==> config.mk <==
export PLATFORM = sky130hd
export DESIGN_NAME = battery_charge_from_voltage_top
export DESIGN_NICKNAME = d
export VERILOG_FILES = /design/src/bcv_pkg.sv /design/src/bcv_seg.sv /design/src/bcv_mul.sv /design/src/battery_charge_from_voltage_top.sv
export SDC_FILE = /design/constraint.sdc
export NUM_CORES = 1
export LEC_CHECK = 0
export BUFFER_PORTS_ARGS = -buffer_cell sky130_fd_sc_hd__buf_4
export CORE_MARGIN = 2
export CORE_UTILIZATION = 55
export CTS_BUF_LIST = sky130_fd_sc_hd__clkbuf_4 sky130_fd_sc_hd__clkbuf_8 sky130_fd_sc_hd__clkbuf_16
export CTS_CLUSTER_DIAMETER = 30
export DETAILED_ROUTE_END_ITERATION = 16
export PLACE_DENSITY = 0.82
export RECOVER_POWER = 50
export SYNTH_ARGS = -nofsm -noshare
export SYNTH_HDL_FRONTEND = slang
export SYNTH_HIERARCHICAL = 1
export SYNTH_SLANG_ARGS = --single-unit
==> constraint.sdc <==
create_clock -name i_clk -period 13.75 [get_ports i_clk]
set_clock_uncertainty 0.2 [all_clocks]
set_input_delay 0.6875 -clock i_clk [delete_from_list [all_inputs] [get_ports i_clk]]
set_output_delay 0.6875 -clock i_clk [all_outputs]
set_load 0.01 [all_outputs]
==> src/bcv_pkg.sv <==
// shared types and curve constants for the battery charge estimator
// no dependencies; imported by every module of the block
package bcv_pkg;

    localparam int VoltW    = 13;
    localparam int LevelW   = 7;
    localparam int RiseW    = 4;
    localparam int AboveW   = 7;
    localparam int RecipW   = 14;
    localparam int ProdW    = 11;
    localparam int QuotW    = 4;
    localparam int RecipSh  = 20;
    localparam int CurvePts = 11;

    localparam logic [LevelW-1:0] FullLevel = 7'd100;
    localparam logic [LevelW-1:0] ZeroLevel = 7'd0;

    localparam logic [VoltW-1:0] CurveVolt [0:CurvePts-1] = '{
        13'd4200, 13'd4100, 13'd4000, 13'd3920, 13'd3850, 13'd3780,
        13'd3700, 13'd3600, 13'd3500, 13'd3400, 13'd3300
    };

    localparam logic [LevelW-1:0] CurveLevel [0:CurvePts-1] = '{
        7'd100, 7'd90, 7'd78, 7'd65, 7'd50, 7'd35,
        7'd22, 7'd12, 7'd6, 7'd2, 7'd0
    };

    // ceil(2^20 / segment width) for the segment whose lower point is k
    localparam logic [RecipW-1:0] CurveRecip [0:CurvePts-1] = '{
        14'd0, 14'd10486, 14'd10486, 14'd13108, 14'd14980, 14'd14980,
        14'd13108, 14'd10486, 14'd10486, 14'd10486, 14'd10486
    };

    typedef struct packed {
        logic [LevelW-1:0] base;
        logic [RiseW-1:0]  rise;
        logic [AboveW-1:0] above;
        logic [RecipW-1:0] recip;
    } t_seg;

    typedef struct packed {
        logic [LevelW-1:0] base;
        logic [ProdW-1:0]  prod;
        logic [RecipW-1:0] recip;
    } t_prod;

    typedef struct packed {
        logic [LevelW-1:0] base;
        logic [QuotW-1:0]  quot;
    } t_quot;

endpackage

==> src/bcv_seg.sv <==
// first stage: finds the curve segment for a voltage and registers its terms
// depends on bcv_pkg
module bcv_seg (
    input  logic                      i_clk,
    input  logic                      i_en,
    input  logic [bcv_pkg::VoltW-1:0] i_volt,
    output bcv_pkg::t_seg             o_seg
);
    import bcv_pkg::*;

    t_seg              n_seg;
    t_seg              r_seg;
    logic [VoltW-1:0]  w_diff;

    always_comb begin
        n_seg  = '0;
        w_diff = '0;
        if (i_volt >= CurveVolt[0]) begin
            n_seg.base = FullLevel;
        end else if (i_volt <= CurveVolt[CurvePts-1]) begin
            n_seg.base = ZeroLevel;
        end else begin
            // walk upward; the last match, the highest point at or below, wins
            for (int k = CurvePts - 1; k >= 1; k--) begin
                if (i_volt >= CurveVolt[k]) begin
                    w_diff      = i_volt - CurveVolt[k];
                    n_seg.base  = CurveLevel[k];
                    n_seg.rise  = RiseW'(CurveLevel[k-1] - CurveLevel[k]);
                    n_seg.above = w_diff[AboveW-1:0];
                    n_seg.recip = CurveRecip[k];
                end
            end
        end
    end

    always_ff @(posedge i_clk) begin
        if (i_en) begin
            r_seg <= n_seg;
        end
    end

    assign o_seg = r_seg;

endmodule

==> src/bcv_mul.sv <==
// second and third stages: rise times offset, then divide by segment width
// through a reciprocal multiply; depends on bcv_pkg
module bcv_mul (
    input  logic           i_clk,
    input  logic           i_en_prod,
    input  logic           i_en_quot,
    input  bcv_pkg::t_seg  i_seg,
    output bcv_pkg::t_quot o_quot
);
    import bcv_pkg::*;

    t_prod                        r_prod;
    t_quot                        r_quot;
    logic [ProdW+RecipW-1:0]      w_scaled;

    always_ff @(posedge i_clk) begin
        if (i_en_prod) begin
            r_prod.base  <= i_seg.base;
            r_prod.prod  <= ProdW'(i_seg.rise * i_seg.above);
            r_prod.recip <= i_seg.recip;
        end
    end

    // product stays below 1500, so the shifted reciprocal product is exact
    assign w_scaled = (ProdW+RecipW)'(r_prod.prod * r_prod.recip);

    always_ff @(posedge i_clk) begin
        if (i_en_quot) begin
            r_quot.base <= r_prod.base;
            r_quot.quot <= w_scaled[RecipSh +: QuotW];
        end
    end

    assign o_quot = r_quot;

endmodule

==> src/battery_charge_from_voltage_top.sv <==
// top level of the battery charge estimator: stream ports, stage valids, output stage
// depends on bcv_pkg, bcv_seg and bcv_mul
//
// Maps a battery voltage in millivolts to a state of charge in whole percent by
// linear interpolation over an eleven-point discharge curve (100 % at 4200 mV
// and above, 0 % at 3300 mV and below). The block is a four-register pipeline:
// segment search, rise-times-offset multiply, reciprocal multiply for the
// division by the segment width, then add and clamp into the output register.
// It accepts one beat per cycle while the output does not stall; a beat moves
// from the segment to the product, quotient and output registers. Stalls ripple
// back through the stage valids, and empty stages are filled without waiting.
module battery_charge_from_voltage_top (
    input  logic        i_clk,
    input  logic        i_rst_n,
    input  logic        i_s_tvalid,
    output logic        o_s_tready,
    input  logic [15:0] i_s_tdata,   // [12:0] voltage_mv, [15:13] zero
    output logic        o_m_tvalid,
    input  logic        i_m_tready,
    output logic [7:0]  o_m_tdata    // [6:0] charge_percent, [7] zero
);
    import bcv_pkg::*;

    logic [2:0]         r_vld;
    logic               r_out_vld;
    logic [LevelW-1:0]  r_out;
    logic [LevelW-1:0]  n_out;
    logic [LevelW:0]    w_sum;
    logic [3:0]         w_adv;
    t_seg               w_seg;
    t_quot              w_quot;

    // a stage loads when it is empty or its contents move on
    assign w_adv[3] = !r_out_vld || i_m_tready;
    assign w_adv[2] = !r_vld[2] || w_adv[3];
    assign w_adv[1] = !r_vld[1] || w_adv[2];
    assign w_adv[0] = !r_vld[0] || w_adv[1];

    bcv_seg u_seg (
        .i_clk  (i_clk),
        .i_en   (w_adv[0]),
        .i_volt (i_s_tdata[VoltW-1:0]),
        .o_seg  (w_seg)
    );

    bcv_mul u_mul (
        .i_clk     (i_clk),
        .i_en_prod (w_adv[1]),
        .i_en_quot (w_adv[2]),
        .i_seg     (w_seg),
        .o_quot    (w_quot)
    );

    always_ff @(posedge i_clk) begin
        if (!i_rst_n) begin
            r_vld     <= '0;
            r_out_vld <= 1'b0;
        end else begin
            if (w_adv[0]) r_vld[0] <= i_s_tvalid;
            if (w_adv[1]) r_vld[1] <= r_vld[0];
            if (w_adv[2]) r_vld[2] <= r_vld[1];
            if (w_adv[3]) r_out_vld <= r_vld[2];
        end
    end

    assign w_sum = {1'b0, w_quot.base} + {{(LevelW+1-QuotW){1'b0}}, w_quot.quot};

    always_comb begin
        if (w_sum > {1'b0, FullLevel}) begin
            n_out = FullLevel;
        end else begin
            n_out = w_sum[LevelW-1:0];
        end
    end

    always_ff @(posedge i_clk) begin
        if (w_adv[3]) begin
            r_out <= n_out;
        end
    end

    assign o_s_tready = w_adv[0];
    assign o_m_tvalid = r_out_vld;
    assign o_m_tdata  = {1'b0, r_out};

    a_range: assert property (@(posedge i_clk) disable iff (!i_rst_n)
        r_out_vld |-> r_out <= FullLevel)
        else $error("charge result above full scale");

    a_backpressure: assert property (@(posedge i_clk) disable iff (!i_rst_n)
        !o_s_tready |-> (r_vld == 3'b111) && r_out_vld && !i_m_tready)
        else $error("input stalled while a stage is free");

    a_saturate: assert property (@(posedge i_clk) disable iff (!i_rst_n)
        (i_s_tvalid && o_s_tready && i_s_tdata[VoltW-1:0] >= CurveVolt[0])
        |=> r_vld[0] && w_seg.rise == '0 && w_seg.base == FullLevel)
        else $error("full-scale voltage not saturated");

    a_floor: assert property (@(posedge i_clk) disable iff (!i_rst_n)
        (i_s_tvalid && o_s_tready && i_s_tdata[VoltW-1:0] <= CurveVolt[CurvePts-1])
        |=> r_vld[0] && w_seg.rise == '0 && w_seg.base == ZeroLevel)
        else $error("empty-scale voltage not floored");

endmodule
==> run metrics <==
GRT met3 Usage 0.0321; share of total power in sequential cells 0.422; nets 1,242; crit path launch u_mul/r_prod[24]$_DFFE_PP_; synthesized area per cell 9.43 sq um; vias in the first global route 6,986; GR peak layer met2; max incr delay on CP 610 ps; cell row count 48; switching share of power 0.297; final setup TNS 0 ps; NetSw 211 uW; clock slew at reported path FFs 60 ps; CP Max Fanout 14; Setup crit start kind flop; Hold WC Path Type flop to flop; Routed WL 19,500 um; Congestion Overflow GR 0; CP Class flop to flop; Final ANT Viol Nets 0; Post-synth EDFFs 73; Top FF cell, synth edfxtp_1; wire length per cell 15.7 um; H-tree Lvls 3; CTS tree yes; Comb pwr share 0.229; Die ar. 0.0186 sq mm; fraction of layout cells with a size suffix above 1 0.0522; Die Y-Extent 136 um; Core Region 0.0172 sq mm; routed vias/inst 5.61; crit-path leading delay family adder cells; Cell Chain, Critical Path and2_1 -> fa_1 -> inv_1 -> fa_1 -> fa_1 -> inv_1 -> fa_1 -> inv_1 -> fa_1 -> inv_1 -> ha_1 -> nand3_2 -> or3_1 -> a21o_1 -> and4b_1 -> a2111oi_2; Max Cap Viol 0; final hold viol count 0; synthesized area 0.00962 sq mm; pwr dens 69.8 mW/mm^2; Final Slew Violations 0; GRT Util Overall 0.222; Max Freq 177 MHz; Worst-Skew Late Latency 340 ps; drt pass-1 iters 5; Max VDD drop 0.0590 mV; dpl ws 8140 ps; I/O pin total 30; Initial Util 0.560; Fillers 1,398; Sink Count 77; GR Util met2 0.384; Final min period 5640 ps; RSZ-0062 raised after global routing no; detailed placement HPWL 15,000 um; Internal Dissipation 499 uW; Crit-path slowest cell edfxtp_1; final setup fails 0; cts hold-fix bufs 0; CP Buf/Inv Count 4; FF-to-FF Start u_mul/r_prod[24]$_DFFE_PP_; Final Cycle Share 0.410; hold path start u_seg/o_seg[28]$_SDFFCE_PP0P_; n_diodes 0; PortBufs 25; Distinct cells, synth 73; CP endpoint kind flop; Die X 136 um; sequential-to-total area share from yosys stat 0.236; Synth Instances 1,020; #FFs+latches synth 77; Resize count post-CTS 0; worst setup margin 8110 ps; Static Leak 0.00489 uW; DRT iter0 DRCs 484; CP required 13,690 ps; GPL Wtd Cong 0.934; global-route wire length before repair 32,700 um; Synth async-reset ratio 0; Root Buffer clkbuf_16; CP arrival 5580 ps; CTS Buf Count 9; max_slew headroom 0.256; M1 GR Usage 0.288; clock share of power 0.349; yosys warns 6; Worst Tran Pin Value 1110 ps; initial antenna violation count 0; Vias 6,959; synth-to-layout area growth 5.68%; Max clock buf depth 2; Setup Fix Bufs, Post-CTS 0; largest net degree at the start of global routing 33; # DRC 0; status finished, final reports clean; Crit path top cell by count fa_1
==> metrics by stage <==
step / power, uW / instance area [sq um] / hold slack (ps) / util / cells
2_1_floorplan: 422 / 9630 / 200 / - / 1022
3_3_place_gp: 460 / 9870 / 201 / 0.575 / 1225
3_5_place_dp: 467 / 9870 / 205 / 0.575 / 1225
4_1_cts: 716 / 10200 / 218 / 0.594 / 1241
5_1_grt: 752 / 10200 / 223 / 0.592 / 1241
6_report: 710 / 10200 / 217 / 0.592 / 1241
==> cell usage after synthesis, types with 5 or more instances <==
cell	number	area share
inv_1	171	0.067
nand2_1	140	0.055
fa_1	116	0.24
ha_1	95	0.12
and2_1	84	0.055
edfxtp_1	73	0.23
nor2_1	36	0.014
a21oi_1	35	0.018
clkbuf_1	32	0.012
o21ai_0	23	0.012
xnor2_1	23	0.021
nand3_1	13	0.0068
a21o_1	12	0.0094
nor3_1	12	0.0062
buf_4	11	0.0086
nor2b_1	11	0.0072
a211oi_1	7	0.0055
a31oi_1	7	0.0046
o21a_1	6	0.0047
xor2_1	6	0.0055
a2111oi_0	5	0.0046
o211ai_1	5	0.0039
or3_1	5	0.0033
==> power by group through the flow <==
| stage | Clock, uW | Sequential (uW) | Combinational [uW] |
|---|---|---|---|
| floorplan | 0 | 285 | 137 |
| global placement | 0 | 303 | 157 |
| detailed placement | 0 | 304 | 163 |
| CTS | 253 | 299 | 165 |
| global route | 262 | 302 | 187 |
| finish | 248 | 300 | 162 |
==> worst paths after layout <==
kind	endpoint	slack, ps	depth (start not counted)
setup / recovery	u_mul/o_quot[1]$_DFFE_PP_	8110	16
hold / removal	u_mul/r_prod[28]$_DFFE_PP_	220	0
setup reg to reg	u_mul/o_quot[1]$_DFFE_PP_	8110	16
hold reg to reg	u_mul/r_prod[28]$_DFFE_PP_	220	0
==> registers in the layout, indices dropped and copies added, names as in the netlist <==
| signal | count |
|---|---|
| u_mul/o_quot | 11 |
| r_out | 7 |
| u_mul/r_prod | 32 |
| u_seg/o_seg | 23 |
| r_vld | 3 |
| o_m_tvalid | 1 |
==> layout make-up <==
cell class / instances / area (sq um) / area share
Clock inverter: 7 / 97.6 / 0.00960
Clock buffer: 9 / 225 / 0.0222
Inverter: 172 / 646 / 0.0635
Tap cell: 225 / 282 / 0.0277
Timing Repair Buffer: 27 / 173 / 0.0170
Multi-Input combinational cell: 724 / 6470 / 0.637
Sequential cell: 77 / 2270 / 0.224
==> per-layer routing <==
layer / wire, um / vias to the layer above
li1: - / 3281
met1: 8350 / 3422
met2: 9670 / 225
met3: 1110 / 31
met4: 344 / 0
met5: 0 / -
==> placed cells by master, fill, tap and decap left out, types with 8 or more instances in the layout <==
cell type	instances
inv_1	171
nand2_1	140
fa_1	116
ha_1	95
and2_1	81
edfxtp_1	73
nor2_1	36
a21oi_1	35
o21ai_0	23
xnor2_1	23
buf_4	18
nand3_1	13
a21o_1	12
nor3_1	12
nor2b_1	11
clkbuf_16	9
clkbuf_1	8
==> cells by family (layout without fill, tap and decap cells) <==
| kind of cell | after synthesis | after routing | synth area share |
|---|---|---|---|
| other | 2 | 4 | 0.000781 |
| adders and majority gates | 211 | 211 | 0.365 |
| muxes | 3 | 3 | 0.00312 |
| buffers and inverters | 221 | 215 | 0.0926 |
| and+or+nand+nor | 333 | 333 | 0.174 |
| DFF | 77 | 77 | 0.236 |
| AOI/OAI and AO/OA | 144 | 144 | 0.102 |
| xor gates and xnor gates | 29 | 29 | 0.0264 |
Power figures use the tool's default switching activity.
